<file path="config.mk">
export PLATFORM = sky130hd
export DESIGN_NAME = key_matrix_row_debouncer_flat
export DESIGN_NICKNAME = d
export VERILOG_FILES = /design/src/rtl/core/kmrd_pkg.sv /design/src/rtl/core/kmrd_if.sv /design/src/rtl/core/key_matrix_row_debouncer.sv /design/src/flat_wrapper.sv
export SDC_FILE = /design/constraint.sdc
export NUM_CORES = 1
export LEC_CHECK = 0
export BUFFER_PORTS_ARGS = -buffer_cell sky130_fd_sc_hd__buf_2
export CAP_MARGIN = 20
export CORE_ASPECT_RATIO = 0.7
export CORE_MARGIN = 1
export CORE_UTILIZATION = 25
export CTS_BUF_LIST = sky130_fd_sc_hd__clkbuf_4
export CTS_CLUSTER_DIAMETER = 200
export DETAILED_ROUTE_END_ITERATION = 8
export PLACE_DENSITY_LB_ADDON = 0.08
export REMOVE_ABC_BUFFERS = 1
export SETUP_SLACK_MARGIN = 0.05
export SLEW_MARGIN = 20
export SYNTH_ARGS = -nofsm -noshare
export SYNTH_HDL_FRONTEND = slang
export SYNTH_SLANG_ARGS = --single-unit
</file>
<file path="constraint.sdc">
create_clock -name clk_i -period 11.9 [get_ports clk_i]
set_input_delay 2.38 -clock clk_i [delete_from_list [all_inputs] [get_ports clk_i]]
set_output_delay 2.38 -clock clk_i [all_outputs]
set_load 0.005 [all_outputs]
</file>
<file path="src/rtl/core/kmrd_pkg.sv">
// shared constants, types and helpers for the key matrix row debouncer
package kmrd_pkg;

  localparam int ROWS = 4;
  localparam int COLS = 12;

  localparam int NOW_W       = 16;
  localparam int COL_W       = 12;
  localparam int LEN_W       = 4;
  localparam int ROW_OUT_W   = 2;
  localparam int TOTAL_OUT_W = 6;
  localparam int HIST_W      = 8;
  localparam int SHIFT_W     = 4;

  localparam int ROW_W   = (ROWS > 1) ? $clog2(ROWS) : 1;
  localparam int CNT_W   = $clog2(COLS + 1);
  localparam int TOTAL_W = $clog2(ROWS * COLS + 1);
  localparam int TOTAL_SAT = (1 << TOTAL_OUT_W) - 1;

  localparam logic [LEN_W-1:0]   LEN_RST    = LEN_W'(5);
  localparam logic [LEN_W-1:0]   LEN_MIN    = LEN_W'(1);
  localparam logic [LEN_W-1:0]   LEN_MAX    = LEN_W'(HIST_W);
  localparam logic [SHIFT_W-1:0] SHIFT_FULL = SHIFT_W'(HIST_W);

  typedef logic [NOW_W-1:0]       now_t;
  typedef logic [COL_W-1:0]       col_t;
  typedef logic [LEN_W-1:0]       len_t;
  typedef logic [ROW_W-1:0]       row_t;
  typedef logic [COLS-1:0]        keys_t;
  typedef logic [HIST_W-1:0]      hist_t;
  typedef logic [COLS*HIST_W-1:0] hist_row_t;
  typedef logic [TOTAL_W-1:0]     total_t;

  // item in flight between the memory read and the output register
  typedef struct packed {
    row_t                row;
    logic                sampled;
    logic [SHIFT_W-1:0]  shift;
    col_t                cols;
  } scan_t;

  function automatic logic [CNT_W-1:0] pop_keys(input keys_t k);
    logic [CNT_W-1:0] n;
    n = '0;
    for (int i = 0; i < COLS; i++) begin
      n = n + CNT_W'(k[i]);
    end
    return n;
  endfunction

endpackage

</file>
<file path="src/rtl/core/kmrd_if.sv">
// handshake channels of the key matrix row debouncer
interface kmrd_in_if;
  logic              valid;
  logic              ready;
  kmrd_pkg::now_t    now_ms;
  kmrd_pkg::col_t    col_bits;
  modport source (output valid, output now_ms, output col_bits, input ready);
  modport sink   (input valid, input now_ms, input col_bits, output ready);
endinterface

interface kmrd_out_if;
  logic                                     valid;
  logic                                     ready;
  logic [kmrd_pkg::ROW_OUT_W-1:0]           row_index;
  logic                                     sampled;
  kmrd_pkg::col_t                           row_keys;
  logic                                     bounce_seen;
  logic [kmrd_pkg::TOTAL_OUT_W-1:0]         pressed_total;
  modport source (output valid, output row_index, output sampled, output row_keys,
                  output bounce_seen, output pressed_total, input ready);
  modport sink   (input valid, input row_index, input sampled, input row_keys,
                  input bounce_seen, input pressed_total, output ready);
endinterface

interface kmrd_cfg_if;
  logic           valid;
  logic           ready;
  kmrd_pkg::len_t debounce_len;
  modport source (output valid, output debounce_len, input ready);
  modport sink   (input valid, input debounce_len, output ready);
endinterface

</file>
<file path="src/rtl/core/key_matrix_row_debouncer.sv">
// key matrix row scanner with shift-register debounce, histories kept in a row-wide ram
//
// Each input beat carries the timer value and the column samples of the row now
// selected; the block handles rows in turn and returns one result beat per input
// beat. It takes one beat per clock cycle while the output is not stalled; on accept
// the synchronous history ram read is issued and the beat enters stage 1, and when
// stage 1 advances, the shift, classify and write-back result is loaded into the
// output register.
// Histories of a whole row live in one ram word; a row written in the cycle its
// next read is issued is forwarded. Per-row valid bits stand in for the cleared
// ram after reset, so no clearing pass is needed. The debounce length register
// may be written at any time the block is idle and is always ready.
module key_matrix_row_debouncer (
  input  logic      clk_i,
  input  logic      rst_ni,
  kmrd_in_if.sink   in_i,
  kmrd_cfg_if.sink  cfg_i,
  kmrd_out_if.source out_o
);
  import kmrd_pkg::*;

  len_t      len_q;
  row_t      scan_row_q;
  now_t      stamp_q;
  now_t      latched_q;
  scan_t     s1_q;
  logic      s1_valid_q;
  hist_row_t hist_mem [ROWS];
  hist_row_t hist_rd_q;
  logic      rd_vld_q;
  logic [ROWS-1:0] hist_vld_q;
  logic      fwd_hit_q;
  hist_row_t fwd_q;
  keys_t     key_state_q [ROWS];
  total_t    total_q;
  logic      out_valid_q;

  logic      in_acc;
  logic      s1_adv;
  logic      row_zero;
  now_t      elapsed;
  logic      sampled;
  logic [SHIFT_W-1:0] shift;
  scan_t     s1_d;
  row_t      row_next;
  hist_row_t hist_cur;
  hist_row_t hist_new;
  keys_t     keys_old;
  keys_t     keys_new;
  logic      bounce;
  hist_t     mask;
  len_t      len_eff;
  total_t    total_d;
  col_t      row_keys_out;

  assign cfg_i.ready = 1'b1;

  assign s1_adv   = s1_valid_q && (!out_valid_q || out_o.ready);
  assign in_i.ready = !s1_valid_q || s1_adv;
  assign in_acc   = in_i.valid && in_i.ready;

  // elapsed time is measured at row 0 and reused by the other rows
  always_comb begin
    row_zero = (scan_row_q == '0);
    elapsed  = row_zero ? (in_i.now_ms - stamp_q) : latched_q;
    sampled  = (elapsed != '0);
    if (elapsed[7:0] == 8'd0 || elapsed[7:3] != 5'd0) begin
      shift = SHIFT_FULL;
    end else begin
      shift = SHIFT_W'(elapsed[2:0]);
    end
    row_next = (scan_row_q == row_t'(ROWS - 1)) ? '0 : scan_row_q + row_t'(1);
    s1_d.row     = scan_row_q;
    s1_d.sampled = sampled;
    s1_d.shift   = shift;
    s1_d.cols    = in_i.col_bits;
  end

  always_ff @(posedge clk_i or negedge rst_ni) begin
    if (!rst_ni) begin
      len_q      <= LEN_RST;
      scan_row_q <= '0;
      stamp_q    <= '0;
      latched_q  <= '0;
      s1_valid_q <= 1'b0;
    end else begin
      if (cfg_i.valid) begin
        len_q <= cfg_i.debounce_len;
      end
      if (in_acc) begin
        scan_row_q <= row_next;
        if (row_zero) begin
          latched_q <= elapsed;
          if (sampled) begin
            stamp_q <= in_i.now_ms;
          end
        end
      end
      if (in_acc) begin
        s1_valid_q <= 1'b1;
      end else if (s1_adv) begin
        s1_valid_q <= 1'b0;
      end
    end
  end

  always_ff @(posedge clk_i) begin
    if (in_acc) begin
      s1_q <= s1_d;
    end
  end

  // history ram: read at accept, written back when a sampled item leaves stage 1
  always_ff @(posedge clk_i) begin
    if (in_acc) begin
      hist_rd_q <= hist_mem[scan_row_q];
    end
  end

  always_ff @(posedge clk_i) begin
    if (s1_adv && s1_q.sampled) begin
      hist_mem[s1_q.row] <= hist_new;
    end
  end

  always_ff @(posedge clk_i or negedge rst_ni) begin
    if (!rst_ni) begin
      hist_vld_q <= '0;
      rd_vld_q   <= 1'b0;
      fwd_hit_q  <= 1'b0;
    end else begin
      if (s1_adv && s1_q.sampled) begin
        hist_vld_q[s1_q.row] <= 1'b1;
      end
      if (in_acc) begin
        rd_vld_q  <= hist_vld_q[scan_row_q];
        fwd_hit_q <= s1_adv && s1_q.sampled && (s1_q.row == scan_row_q);
      end
    end
  end

  always_ff @(posedge clk_i) begin
    if (in_acc) begin
      fwd_q <= hist_new;
    end
  end

  // shift in the sample and classify each column
  always_comb begin
    hist_t h;
    hist_t hs;
    hist_t fill;
    hist_t v;
    hist_t w;
    logic  bit_in;
    logic [HIST_W:0] v1;
    logic [HIST_W:0] w1;

    if (fwd_hit_q) begin
      hist_cur = fwd_q;
    end else if (rd_vld_q) begin
      hist_cur = hist_rd_q;
    end else begin
      hist_cur = '0;
    end

    if (len_q < LEN_MIN) begin
      len_eff = LEN_MIN;
    end else if (len_q > LEN_MAX) begin
      len_eff = LEN_MAX;
    end else begin
      len_eff = len_q;
    end
    mask = HIST_W'(((HIST_W + 1)'(1) << len_eff) - (HIST_W + 1)'(1));

    keys_old = key_state_q[s1_q.row];
    keys_new = keys_old;
    bounce   = 1'b0;
    hist_new = hist_cur;

    for (int c = 0; c < COLS; c++) begin
      h      = hist_cur[c*HIST_W +: HIST_W];
      bit_in = (c < COL_W) ? s1_q.cols[c] : 1'b0;
      fill   = bit_in ? HIST_W'((hist_t'(1) << s1_q.shift) - hist_t'(1)) : '0;
      if (s1_q.shift >= SHIFT_FULL) begin
        hs = {HIST_W{bit_in}};
      end else begin
        hs = (h << s1_q.shift) | fill;
      end
      hist_new[c*HIST_W +: HIST_W] = hs;
      v  = hs & mask;
      w  = ~v & mask;
      v1 = {1'b0, v} + (HIST_W + 1)'(1);
      w1 = {1'b0, w} + (HIST_W + 1)'(1);
      if (v == '0) begin
        keys_new[c] = 1'b0;
      end else if ((v1 & {1'b0, v}) == '0) begin
        keys_new[c] = 1'b1;
      end else if ((w1 & {1'b0, w}) == '0) begin
        keys_new[c] = keys_old[c];
      end else begin
        bounce = 1'b1;
      end
    end

    if (!s1_q.sampled) begin
      keys_new = keys_old;
      bounce   = 1'b0;
    end

    // running count: drop the row's old keys, add its new ones
    total_d = total_q - total_t'(pop_keys(keys_old)) + total_t'(pop_keys(keys_new));

    for (int c = 0; c < COL_W; c++) begin
      row_keys_out[c] = (c < COLS) ? keys_new[c] : 1'b0;
    end
  end

  always_ff @(posedge clk_i or negedge rst_ni) begin
    if (!rst_ni) begin
      for (int r = 0; r < ROWS; r++) begin
        key_state_q[r] <= '0;
      end
      total_q     <= '0;
      out_valid_q <= 1'b0;
    end else begin
      if (s1_adv) begin
        key_state_q[s1_q.row] <= keys_new;
        total_q               <= total_d;
        out_valid_q           <= 1'b1;
      end else if (out_o.ready) begin
        out_valid_q <= 1'b0;
      end
    end
  end

  always_ff @(posedge clk_i) begin
    if (s1_adv) begin
      out_o.row_index   <= ROW_OUT_W'(s1_q.row);
      out_o.sampled     <= s1_q.sampled;
      out_o.row_keys    <= row_keys_out;
      out_o.bounce_seen <= bounce;
      if (int'(total_d) > TOTAL_SAT) begin
        out_o.pressed_total <= TOTAL_OUT_W'(TOTAL_SAT);
      end else begin
        out_o.pressed_total <= TOTAL_OUT_W'(total_d);
      end
    end
  end

  assign out_o.valid = out_valid_q;

  a_fwd_needs_item : assert property (@(posedge clk_i) disable iff (!rst_ni)
    fwd_hit_q |-> s1_valid_q)
    else $error("forwarded history without an item in stage 1");

  a_accept_fills_s1 : assert property (@(posedge clk_i) disable iff (!rst_ni)
    in_acc |=> s1_valid_q)
    else $error("accepted beat did not reach stage 1");

  a_total_bound : assert property (@(posedge clk_i) disable iff (!rst_ni)
    int'(total_q) <= ROWS * COLS)
    else $error("pressed key count beyond matrix size");

  a_row_range : assert property (@(posedge clk_i) disable iff (!rst_ni)
    int'(scan_row_q) < ROWS)
    else $error("scan row out of range");

  a_write_marks_valid : assert property (@(posedge clk_i) disable iff (!rst_ni)
    (s1_adv && s1_q.sampled) |=> hist_vld_q[$past(s1_q.row)])
    else $error("written history row not marked valid");

endmodule
</file>
<file path="src/flat_wrapper.sv">
// flat-port wrapper written by rule: the top's interface ports become plain ports
module key_matrix_row_debouncer_flat import kmrd_pkg::*;
  (clk_i, rst_ni, in_i_valid, in_i_now_ms, in_i_col_bits, in_i_ready, cfg_i_valid, cfg_i_debounce_len, cfg_i_ready, out_o_valid, out_o_row_index, out_o_sampled, out_o_row_keys, out_o_bounce_seen, out_o_pressed_total, out_o_ready);
  kmrd_in_if in_i_i ();
  kmrd_cfg_if cfg_i_i ();
  kmrd_out_if out_o_i ();
  input  logic clk_i;
  input  logic rst_ni;
  input wire logic [$bits(in_i_i.valid)-1:0] in_i_valid;
  input wire logic [$bits(in_i_i.now_ms)-1:0] in_i_now_ms;
  input wire logic [$bits(in_i_i.col_bits)-1:0] in_i_col_bits;
  output wire logic [$bits(in_i_i.ready)-1:0] in_i_ready;
  input wire logic [$bits(cfg_i_i.valid)-1:0] cfg_i_valid;
  input wire logic [$bits(cfg_i_i.debounce_len)-1:0] cfg_i_debounce_len;
  output wire logic [$bits(cfg_i_i.ready)-1:0] cfg_i_ready;
  output wire logic [$bits(out_o_i.valid)-1:0] out_o_valid;
  output wire logic [$bits(out_o_i.row_index)-1:0] out_o_row_index;
  output wire logic [$bits(out_o_i.sampled)-1:0] out_o_sampled;
  output wire logic [$bits(out_o_i.row_keys)-1:0] out_o_row_keys;
  output wire logic [$bits(out_o_i.bounce_seen)-1:0] out_o_bounce_seen;
  output wire logic [$bits(out_o_i.pressed_total)-1:0] out_o_pressed_total;
  input wire logic [$bits(out_o_i.ready)-1:0] out_o_ready;
  assign in_i_i.valid = in_i_valid;
  assign in_i_i.now_ms = in_i_now_ms;
  assign in_i_i.col_bits = in_i_col_bits;
  assign in_i_ready = in_i_i.ready;
  assign cfg_i_i.valid = cfg_i_valid;
  assign cfg_i_i.debounce_len = cfg_i_debounce_len;
  assign cfg_i_ready = cfg_i_i.ready;
  assign out_o_valid = out_o_i.valid;
  assign out_o_row_index = out_o_i.row_index;
  assign out_o_sampled = out_o_i.sampled;
  assign out_o_row_keys = out_o_i.row_keys;
  assign out_o_bounce_seen = out_o_i.bounce_seen;
  assign out_o_pressed_total = out_o_i.pressed_total;
  assign out_o_i.ready = out_o_ready;
  key_matrix_row_debouncer u_core (.clk_i(clk_i), .rst_ni(rst_ni), .in_i(in_i_i), .cfg_i(cfg_i_i), .out_o(out_o_i));
endmodule
</file>
# After elaboration in Yosys (flattened, before gate mapping)
# Memory sizes are Yosys's and may differ from the RTL's. A register that Yosys moved wholly into a read port is not among the register bits.
# Cells that the tools add are included.
word_totals:
  ramBits: 384
  output_inout_bits: 25
  memories: 1
  input_bits: 37
  latchBits: 0
  rom_bits: 0
  reg_bits: 237
  word_cells: 339
op_classes:
  div_mod_pow: 0
  n_lt_le_gt_ge: 8
  add_sub_neg: 52
  mux: 108
  multipliers: 0
  bitwise_logic: 74
  n_reduce_logical: 55
  shift: 14
  n_eq_ne: 2
mem_list:
  columns: ["name", "depth", "width", "rd", "rd_ports_with_merged_regs", "write_ports", "line", "rtl"]
  rows:
  - ["u_core.hist_mem", 4, 96, 1, 1, 1, "key_matrix_row_debouncer.sv:28", "hist_row_t hist_mem [ROWS];"]
op_table:
  columns: ["operator", "count"]
  rows:
  - ["$add A8 B1 Y9 const B", 24]
  - ["$and A9 B8 Y9", 24]
  - ["$logic_not A9 Y1", 24]
  - ["$and A8 B8 Y8", 24]
  - ["$mux W8", 24]
  - ["$mux W96", 2]
  - ["$logic_not A8 Y1", 13]
  - ["$not A8 Y8", 12]
  - ["$or A8 B8 Y8", 12]
  - ["$shl A8 B4 Y8", 12]
  - ["$add A4 B1 Y4", 20]
  - ["$mux W1", 68]
  - ["$bwmux W48", 1]
  - ["$mux W12", 4]
  - ["$bmux W12 S2", 1]
  - ["$demux W12 S2", 1]
  - ["$mux W16", 1]
  - ["$reduce_bool A16 Y1", 1]
  - ["$shl A1 B4 Y8 const A", 2]
  - ["$sub A16 B16 Y16", 1]
  - ["$mux W4", 3]
  - ["$sub A8 B1 Y8 const B", 1]
  - ["$sub A8 B2 Y8 const B", 1]
  - ["$add A6 B4 Y6", 1]
  - ["other kinds (25)", 36]

# Depth between registers and ports, before layout
# Gate-level depths: netlist of the first run.
logic_depth:
  depth_word: 47
  ltp_mapped: 39
  ltp_nobuf: 34

# Worst setup path before layout of the first run
# OpenSTA, ideal clock, no wires.
synth_timing:
  path_type: "in2reg"
  startpoint: "in out_o_ready"
  endpoint: "reg u_core.hist_vld_q[0]"
  slack_ns: 1.790
  t_required_ns: 11.794
  arrival_ns: 10.004
  setup_time_ns: 0.106
  n_path_buf: 0
  path_stages: 6
  cell_sequence: "nand2b_1 -> nand2_1 -> inv_1 -> nand2_1 -> nor3_1 -> or2_2"
synth_between:
  elab_chain_len: 3
synth_lines:
  columns: ["element", "line", "rtl"]
  rows:
  - ["start: declaration", "flat_wrapper.sv:22", "input wire logic [$bits(out_o_i.ready)-1:0] out_o_ready;"]
  - ["$logic_or A1 B1 Y1", "key_matrix_row_debouncer.sv:58", "assign s1_adv = s1_valid_q && (!out_valid_q || out_o.ready);"]
  - ["$logic_and A1 B1 Y1", "key_matrix_row_debouncer.sv:58", null]
  - ["$logic_and A1 B1 Y1", "key_matrix_row_debouncer.sv:132", "if (s1_adv && s1_q.sampled) begin"]
  - ["end signal: assignment", "key_matrix_row_debouncer.sv:128", "hist_vld_q <= '0;"]
  - ["end signal: indexed assignment", "key_matrix_row_debouncer.sv:133", "hist_vld_q[s1_q.row] <= 1'b1;"]
  - ["end: declaration", "key_matrix_row_debouncer.sv:31", "logic [ROWS-1:0] hist_vld_q;"]
# Every way passes these cells.
# A chain may end at the register's enable or synchronous reset.

# Worst setup path after layout of the first run
layout_timing:
  startpoint: "reg u_core.s1_q[15] (netlist bit)"
  endpoint: "reg u_core.total_q[5]"
layout_between:
  word_cells_on_any_way: 148
  cone_classes: "add/sub: 25; order compare: 1; shift: 13; mux: 49; bitwise: 36; reduce/logical: 24"
layout_lines:
  columns: ["element", "line", "rtl"]
  rows:
  - ["start: declaration", "key_matrix_row_debouncer.sv:26", "scan_t s1_q;"]
  - ["start signal: assignment", "key_matrix_row_debouncer.sv:109", "s1_q <= s1_d;"]
  - ["$shl A1 B4 Y8", "key_matrix_row_debouncer.sv:184", "fill = bit_in ? HIST_W'((hist_t'(1) << s1_q.shift) - hist_t'(1)) : '0;"]
  - ["$sub A8 B1 Y8", "key_matrix_row_debouncer.sv:184", null]
  - ["$mux W8", "key_matrix_row_debouncer.sv:184", null]
  - ["$or A8 B8 Y8", "key_matrix_row_debouncer.sv:188", "hs = (h << s1_q.shift) | fill;"]
  - ["$mux W8 (*)", "key_matrix_row_debouncer.sv:185", "if (s1_q.shift >= SHIFT_FULL) begin"]
  - ["named net u_core.hist_new[50]", "key_matrix_row_debouncer.sv:47", "hist_row_t hist_new;"]
  - ["$and A8 B8 Y8 (*)", "key_matrix_row_debouncer.sv:191", "v = hs & mask;"]
  - ["$add A8 B1 Y9", "key_matrix_row_debouncer.sv:193", "v1 = {1'b0, v} + (HIST_W + 1)'(1);"]
  - ["$and A9 B8 Y9", "key_matrix_row_debouncer.sv:197", "end else if ((v1 & {1'b0, v}) == '0) begin"]
  - ["$logic_not A9 Y1", "key_matrix_row_debouncer.sv:197", null]
  - ["$mux W1", "key_matrix_row_debouncer.sv:197", null]
  - ["$mux W1 (*)", "key_matrix_row_debouncer.sv:195", "if (v == '0) begin"]
  - ["$mux W12 (*)", "key_matrix_row_debouncer.sv:206", "if (!s1_q.sampled) begin"]
  - ["named net u_core.keys_new[6]", "key_matrix_row_debouncer.sv:49", "keys_t keys_new;"]
  - ["$add A4 B1 Y4 (*) (6 in series)", "kmrd_pkg.sv:46", "n = n + CNT_W'(k[i]);"]
  - ["$add A6 B4 Y6 (*)", "key_matrix_row_debouncer.sv:212", "total_d = total_q - total_t'(pop_keys(keys_old)) + total_t'(pop_keys(keys_new));"]
  - ["named net u_core.total_d[5]", "key_matrix_row_debouncer.sv:53", "total_t total_d;"]
  - ["end signal: assignment", "key_matrix_row_debouncer.sv:229", "total_q <= total_d;"]
  - ["end: declaration", "key_matrix_row_debouncer.sv:35", "total_t total_q;"]
# Mark *: on every way through the listed nets, which the timed path passes. The rest lies on a longest branch.

==> results.txt, run 1 <==
- The run finished with clean final reports.
* Placement row count: approximately 110
- Critical path fanouts, max: 19
* Final antenna-violating net count: 0
- Sum of net half-perimeters after detailed placement: approximately 85 mm
- Path type of the worst min-delay path: flip-flop to flip-flop
- Layout overhead on the synthesized area: 15.0%
* Vias per std cell: 5.11
* Initial antenna violation count: 10
- Type of the worst setup path: flip-flop to flip-flop
- The number of global-route vias before repair came to approximately 25000.
- Startpoint of the worst-slack reg-to-reg timing path: u_core.s1_q[15]$_DFFE_PP_
- Longest individual stage delay on the worst path: 0.71 ns
- Boundary pin count: just over 60
- Net total in the final layout: roughly 2800
* DR DRC count: 0
- The number of different library cells used by synthesis comes to 96.
* # setup viols final: 0
- Data required time at the worst endpoint: 13.01 ns
- The most used flip-flop cell after synthesis is sky130_fd_sc_hd__edfxtp_1.
* Setup slack after layout: 2.01 ns
- Final hold analysis gives a worst-case slack of 0.462 ns.
- Worst r2r dst: u_core.total_q[5]$_DFFE_PN0P_
* R2R cell count: 35
* Routability-driven placement congestion ratio: approximately 0.9
- Number of buffers created by CTS: 192
* Relative slew margins: 0.221
* Cell chosen for the clock root: sky130_fd_sc_hd__clkbuf_4
* Hold-fix buffers, CTS: 0
- At the pin with the least slew margin, the transition time is 1.16 ns.
* CTS tree: built
- Layout cell share with drive strength beyond 1: 0.251
- Once the clock tree was built, the resizer swapped 0 gates to a different size.
- Sort of element at the start of the critical path: flip-flop
* GRT Residual Overflow: 0
- After technology mapping, the gate count stands at about 2500.
- The library cell used most frequently in the layout, excluding fill and tap cells, is sky130_fd_sc_hd__edfxtp_1.
- The cell that appears most often on the critical path is sky130_fd_sc_hd__inv_1.
- For this design, the sink count on the clock tree is approximately 720.
- The library cells used most frequently in the layout, excluding fill and tap cells, are 617 x sky130_fd_sc_hd__edfxtp_1, 283 x sky130_fd_sc_hd__clkbuf_4, 202 x sky130_fd_sc_hd__nand2_1.
- Max-cap violations in this run came to 0.
- In this run the horizontal extent of the chip is approximately 450 um.
* Largest buffer count on any clock path: 3
- Setup WS pre-CTS: 2.10 ns
- Iter 0 DRT Violations: 2407
- Maximum frequency from static timing analysis: 0.101 GHz
- Count of flip-flops with a built-in enable after synthesis: 617
* Max-slew violations: 0
- FF+latch count, synth: 717
- In the global route stage, overall resource usage came out at 0.181.
- PortBufs: 60
- Share of Yosys cell area claimed by the top area cell type: 0.530
- Maximum number of pins on one net before global-route repair: ~110
- In the final routed layout, each cell accounts on average for 27.0 um.
- The path with the worst hold slack has its endpoint at u_core.hist_vld_q[3]$_DFFE_PN0P_.
- Final setup TNS: 0 ns
* Global-route wire length before repair: between 150 and 200 mm
- HP Start: u_core.hist_vld_q[3]$_DFFE_PN0P_
- Number of optimization iterations in the first detailed-route pass: 8
- Of the synthesized area, sequential elements account for 0.602.
- Post-synthesis instance area: 35000 um^2
- Maximum vdd ir drop: 0.872 mV
- For this design the ratio of total power to cell area is roughly 310 nW/um^2.
- The final layout contains routed wiring with a total length of 128 mm.
- Worst-skew pair later-pin latency: 1.18 ns
- Min-Delay Path Depth: 1
- Initial Util: 0.253
* Cell taking the most area after synthesis: sky130_fd_sc_hd__edfxtp_1
- Post-Synthesis Mean Instance Area: 13.8 um^2
* Die Outline Area: 141000 um^2
- Final cycle utilization of the critical path: 0.831
* Setup slack of the most critical reg-to-reg path: 2.01 ns
- The region available for standard cell placement spans roughly 140000 um^2.
- The clock arrives with about 0.08 ns of skew.
- The smallest clock period supported by the final layout is computed as 9.89 ns.
- The Yosys step of the flow raised 0 warnings.
- Setup repair after global routing missed its margin: no
- Final hold violations: 0
- Fraction of registers with async set/reset: 0.139
* Critical-path cell with the highest stage delay: sky130_fd_sc_hd__a31oi_1
- Data on the critical path arrives at its endpoint at 11.01 ns.
* Clock input transition at the sequential cells of the worst setup and hold paths: 0.07 ns
- Leading cell types by total area after synthesis: sky130_fd_sc_hd__edfxtp_1 53%, sky130_fd_sc_hd__mux4_2 9.3%, sky130_fd_sc_hd__dfrtp_1 7.0%
- Die H: 315 um
- The number of setup buffers added after CTS is 0.
* Count of H-tree levels built during CTS: 4
- Number of filler instances in the final layout: ~14000
* Leakage dissipation: between 10 and 15 nW
- Count of vias placed by the detailed router: 24182
- STA classifies the critical path endpoint as a flip-flop.
==> cell type report <==
type / count / area (um^2) / share of cell area
inverter: 127 / 484 / 0.0120
clock inverter: 67 / 448 / 0.0111
timing repair buffer: 140 / 966 / 0.0240
clock buffer: 283 / 2120 / 0.0529
sequential: 717 / 21000 / 0.524
antenna: 9 / 22.5 / 0.000560
tap: 1856 / 2320 / 0.0578
multi-input combinational: 1529 / 12800 / 0.318
==> critical path: cells and delay by family, from the launching register on <==
kind | cells | cell delay, ns
fa+ha+maj | 8 | 3.47
compound gates | 7 | 1.93
simple gates | 7 | 1.71
buf+inv | 10 | 1.29
mux | 2 | 0.89
flops | 1 | 0.37
xor+xnor | 1 | 0.17
==> cell usage after synthesis (8+ instances only) <==
cell type,n
sky130_fd_sc_hd__o21ai_0,74
sky130_fd_sc_hd__or3_1,15
sky130_fd_sc_hd__nor3_1,38
sky130_fd_sc_hd__dfrtp_1,98
sky130_fd_sc_hd__a211o_1,14
sky130_fd_sc_hd__a221oi_1,34
sky130_fd_sc_hd__ha_1,33
sky130_fd_sc_hd__xor2_1,10
sky130_fd_sc_hd__a31oi_1,21
sky130_fd_sc_hd__o31ai_1,14
sky130_fd_sc_hd__a2bb2oi_1,10
sky130_fd_sc_hd__mux4_2,145
sky130_fd_sc_hd__xnor2_1,13
sky130_fd_sc_hd__a211oi_1,13
sky130_fd_sc_hd__inv_1,122
sky130_fd_sc_hd__nand3b_1,50
sky130_fd_sc_hd__a22oi_1,38
sky130_fd_sc_hd__or2_2,14
sky130_fd_sc_hd__a221o_1,22
sky130_fd_sc_hd__o22ai_1,16
sky130_fd_sc_hd__nand2_1,202
sky130_fd_sc_hd__and2_1,65
sky130_fd_sc_hd__a21o_1,15
sky130_fd_sc_hd__o2111ai_1,8
sky130_fd_sc_hd__fa_1,19
sky130_fd_sc_hd__and3_1,8
sky130_fd_sc_hd__nor4_1,15
sky130_fd_sc_hd__mux2i_1,35
sky130_fd_sc_hd__a21oi_1,118
sky130_fd_sc_hd__a32oi_1,17
sky130_fd_sc_hd__nor2_1,118
sky130_fd_sc_hd__buf_4,12
sky130_fd_sc_hd__mux2_2,68
sky130_fd_sc_hd__a22o_1,20
sky130_fd_sc_hd__clkbuf_1,84
sky130_fd_sc_hd__buf_1,20
sky130_fd_sc_hd__nand3_1,33
sky130_fd_sc_hd__buf_2,50
sky130_fd_sc_hd__o21a_1,12
sky130_fd_sc_hd__o211ai_1,17
sky130_fd_sc_hd__nand4_1,18
sky130_fd_sc_hd__edfxtp_1,617
sky130_fd_sc_hd__a21boi_0,17
sky130_fd_sc_hd__nand2b_1,17
==> cell families after synthesis <==
group | Yosys count | share of synthesized area
adders and majority gates | 52 | 0.0227
and+or+nand+nor | 640 | 0.0932
xor gates and xnor gates | 23 | 0.00576
muxes | 248 | 0.125
other | 1 | 0.000107
DFF | 717 | 0.602
AOI/OAI and AO/OA | 564 | 0.116
buffers and inverters | 296 | 0.0355
==> per-layer routing <==
layer | track usage | routed length (um) | vias to the layer above
met1 | 0.268 | 62500 | 12445
li1 | - | - | 10442
met3 | 0.0404 | 8120 | 275
met4 | 0.0637 | 3790 | 4
met2 | 0.257 | 53100 | 1016
met5 | 0 | 31 | -
==> registers in the layout, indices dropped and copies added (netlist names), 6 cells and up <==
| name | count |
|---|---|
| u_core.key_state_q | 48 |
| u_core.latched_q | 16 |
| u_core.out_o.row_keys | 12 |
| u_core.hist_rd_q | 96 |
| u_core.fwd_q | 96 |
| u_core.out_o.pressed_total | 6 |
| u_core.hist_mem | 384 |
| u_core.total_q | 6 |
| u_core.s1_q | 19 |
| u_core.stamp_q | 16 |
==> worst max path at each step <==
stage | start | end | depth (start not counted)
after floorplan | out_o_ready | u_core.hist_vld_q[0]$_DFFE_PN0P_ | 6
after global placement | u_core.s1_q[13]$_SDFFCE_PP0P_ | u_core.total_q[5]$_DFFE_PN0P_ | 36
after detailed placement | u_core.s1_q[13]$_SDFFCE_PP0P_ | u_core.total_q[5]$_DFFE_PN0P_ | 36
after CTS | u_core.s1_q[15]$_DFFE_PP_ | u_core.total_q[5]$_DFFE_PN0P_ | 35
final | u_core.s1_q[15]$_DFFE_PP_ | u_core.total_q[5]$_DFFE_PN0P_ | 35
after global routing | u_core.s1_q[13]$_SDFFCE_PP0P_ | u_core.total_q[5]$_DFFE_PN0P_ | 36
==> through the flow <==
stage	area [um^2]	total power, W	utilization	instances
finish	40200	0.0126	0.290	4728
global route	40200	0.0137	0.290	4727
CTS	40200	0.0129	0.290	4718
detailed placement	37600	0.0104	0.272	4368
global placement	37600	0.0104	0.272	4368
floorplan	34200	0.00856	-	2373
==> power by group <==
part           switching [W]  total (W)  internal [W]
Combinational        0.00374    0.00647       0.00273
Clock                0.00110    0.00232       0.00122
Sequential          0.000254    0.00384       0.00359
Total                0.00509     0.0126       0.00753
Power figures use the tool's default switching activity.
==> run 2, diff against run 1 <==
- clock period: 11.9 -> 8.2 ns (I/O delays scaled with it)
==> run 2 against run 1 <==
Design area up 3.8%. Global-route usage up 0.57 points. Count of clock-buffer cells in the layout up 26. Die area unchanged. Cell count up 3.3%. Critical path type unchanged. Highest routed layer is now met4.
==> results.txt, run 2 (same netlist as run 1, synthesis figures left out) <==
- Routability-driven placement finished with a final weighted congestion of 0.914.
- The clock tree synthesis step divided the H-tree into 4 levels.
* R2R cell count: 30
- Setup slack after layout: 0.329 ns
- Across the run, the number of max-cap violations was 0.
- 62 I/O pins were placed.
- From left edge to right edge, the die measures 449 um.
- TritonCTS created slightly below 200 clock buffers.
- Die H: 315 um
- The initial antenna violation count is 11.
- Dividing total power by cell area gives a power density of 464 nW/um^2.
- Global-route wire length before repair: 188 mm
- Cell chosen for the clock root: sky130_fd_sc_hd__clkbuf_4
* Layout cell share with drive strength beyond 1: 0.305
* Wire length on met1: 66.8 mm
- PortBufs: 60
- Detailed routing placed a total of about 55 mm of wire on met2.
* Maximum vdd ir drop: 1.63 mV
* Data required time at the worst endpoint: 9.12 ns
* Clock input transition at the sequential cells of the worst setup and hold paths: 0.07 ns
* Sort of element at the start of the critical path: flip-flop
- After detailed routing, the met3 layer carries 8.36 mm of wire.
- Net total in the final layout: 2947
- Tot GR Track Use: 0.186
- In this run the most critical hold path is launched from u_core.hist_vld_q[3]$_DFFE_PN0P_.
- Number of filler instances in the final layout: approximately 14000
* TritonCTS sink count: 717
- Count of vias placed by the detailed router: 24763
* Post-place instance area: 38700 um^2
* Detailed-route wire length per cell: 27.3 um
- Setup repair after global routing left no endpoint under its margin.
- Critical-path cell with the highest stage delay: sky130_fd_sc_hd__mux4_2
- Cell occurring most often along the worst timing path: sky130_fd_sc_hd__inv_1
* Crit. Startpoint: u_core.s1_q[12]$_SDFFCE_PP0P_
- Most common cell after layout, fill and taps aside: sky130_fd_sc_hd__edfxtp_1
- The flow ran to the end, and the final reports show no timing, DRC or antenna violations.
- Buffers inserted to repair hold after CTS numbered 0.
- The HPWL after detailed placement is 90.3 mm.
* Wirelength, routed: ~130 mm
- For the pin with the worst max-slew slack, the measured transition is 1.07 ns.
- Setup WS pre-CTS: -0.0500 ns
- Number of optimization iterations in the first detailed-route pass: 7
- For this run the aggregate overflow at the end of global routing stands at 0.
- Most used cells in the layout excluding fill and tap cells: 617 x sky130_fd_sc_hd__edfxtp_1, 309 x sky130_fd_sc_hd__clkbuf_4, 206 x sky130_fd_sc_hd__buf_4
- The die covers around 140000 um^2.
- # setup viols final: 0
- The initial utilization of the core area, before any placement, comes to 0.253.
- The critical path contains buffers and inverters numbering 10 combined.
* CTS tree: built
- Data arrives at the worst endpoint at 8.79 ns.
- Largest buffer count on any clock path: 3
* Leakage dissipation: 15.0 nW
- Critical path fanouts, max: 43
- Iter 0 DRT Violations: 2475
- Max-slew violations: 0
* Final hold violations: 0
* DR DRC count: 0
- Layout overhead on the synthesized area: 19.3%
- Area of the core: between 100000 and 150000 um^2
* Type of the worst setup path: flip-flop to flip-flop
* Number of global-route vias before repair: approximately 25000
* Final cycle utilization of the critical path: 0.960
* Registers with the most flip-flops: u_core.hist_mem (384), u_core.fwd_q (96), u_core.hist_rd_q (96)
* Minimum period implied by the final worst setup slack: 7.87 ns
* Highest Signal Layer: met4
- Crit path max-delay family: adder cells
- Flip-flop count of the largest register, all copies and words added: approximately 380
- In this run the critical register-to-register path is launched from u_core.s1_q[12]$_SDFFCE_PP0P_.
* Endpoint of the worst hold-timing path: u_core.hist_vld_q[3]$_DFFE_PN0P_
- Across all hold checks on the routed design, the worst slack comes to 0.464 ns.
- STA classifies the critical path endpoint as a flip-flop.
- Once detail routing completed, the nets flagged for antenna violations numbered 0.
- Min-Delay Path Depth: 1
* Longest individual stage delay on the worst path: 0.56 ns
* Worst-skew pair later-pin latency: 1.19 ns
* Path type of the worst min-delay path: flip-flop to flip-flop
* Setup slack of the most critical reg-to-reg path: 0.33 ns
- Headroom to the max-slew limit came out at 0.289.
- Reg with most FFs: u_core.hist_mem
- Entering global routing, the biggest net connects 110 pins.
* Vias per std cell: 5.07
* Maximum frequency from static timing analysis: 0.127 GHz
- Placement row count: 114
* Post-route design area: 41700 um^2
* Clk_skew: 0.0877 ns
- The endpoint identified for the worst register-to-register timing path is u_core.out_o.pressed_total[5]$_DFFE_PP_.
-- run 2: changes by cell type in the layout (fill, tap and decap cells not counted), sizes merged --
cell      previous run  this run
buf                140       288
clkinv              55        38
bufinv               6         3
clkinvlp             2         3
clkbuf             283       310
inv                131       132
-- run 2: report_power, final --
part,switching (W),internal (W),total [W]
Combinational,0.00571,0.00469,0.0104
Sequential,0.000368,0.00520,0.00557
Clock,0.00160,0.00180,0.00341
-- run 2: layout make-up --
class / instances / area [um^2] / share of cell area
Antenna cell: 9 / 22.5 / 0.000540
Clock buffer: 309 / 2320 / 0.0556
Clock inverter: 49 / 307 / 0.00735
Inverter: 127 / 489 / 0.0117
Multi-Input combinational cell: 1529 / 12900 / 0.309
Sequential cell: 717 / 21000 / 0.505
Tap cell: 1856 / 2320 / 0.0557
Timing Repair Buffer: 289 / 2290 / 0.0549
-- run 2: how the worst max path moves through the flow --
stage / end / slack, ns / cells after the start
global route: u_core.total_q[5]$_DFFE_PN0P_ / 0.03 / 38
CTS: u_core.total_q[5]$_DFFE_PN0P_ / 0.06 / 37
global placement: u_core.total_q[5]$_DFFE_PN0P_ / -0.02 / 34
floorplan: u_core.total_q[5]$_DFFE_PN0P_ / -2.19 / 29
finish: u_core.out_o.pressed_total[5]$_DFFE_PP_ / 0.33 / 30
detailed placement: u_core.total_q[5]$_DFFE_PN0P_ / -0.05 / 34
-- run 2: layer usage --
| layer | vias up | GRT usage |
|---|---|---|
| li1 | 10760 | - |
| met1 | 12906 | 0.278 |
| met2 | 886 | 0.264 |
| met3 | 211 | 0.0443 |
| met4 | 0 | 0.0555 |
| met5 | - | 0 |
-- run 2: metrics by stage --
stage	util	power, W	TNS (ns)	std cells
after global placement	0.280	0.0160	-0.0192	4499
after floorplan	-	0.0124	-209.04	2373
after CTS	0.299	0.0195	0	4857
final	0.301	0.0194	0	4885
after detailed placement	0.280	0.0159	-0.0973	4499
after global routing	0.301	0.0208	0	4883
-- run 2: timing repair --
item,CTS,global route
cloned,0,1
gates resized for setup,2,41
setup buffers,0,18
pin swaps,0,13
endpoints found under the setup margin,2,9
-- run 2: worst reg2reg max path: cells and delay by family (launching register included) --
kind | cells | cell delay, ns
adder cells (fa/ha/maj) | 7 | 3.16
AO/OA/AOI/OAI | 9 | 1.82
buffers and inverters | 10 | 1.00
multiplexers | 1 | 0.56
AND/OR/NAND/NOR | 2 | 0.52
flip-flops | 1 | 0.44
XOR/XNOR | 1 | 0.12
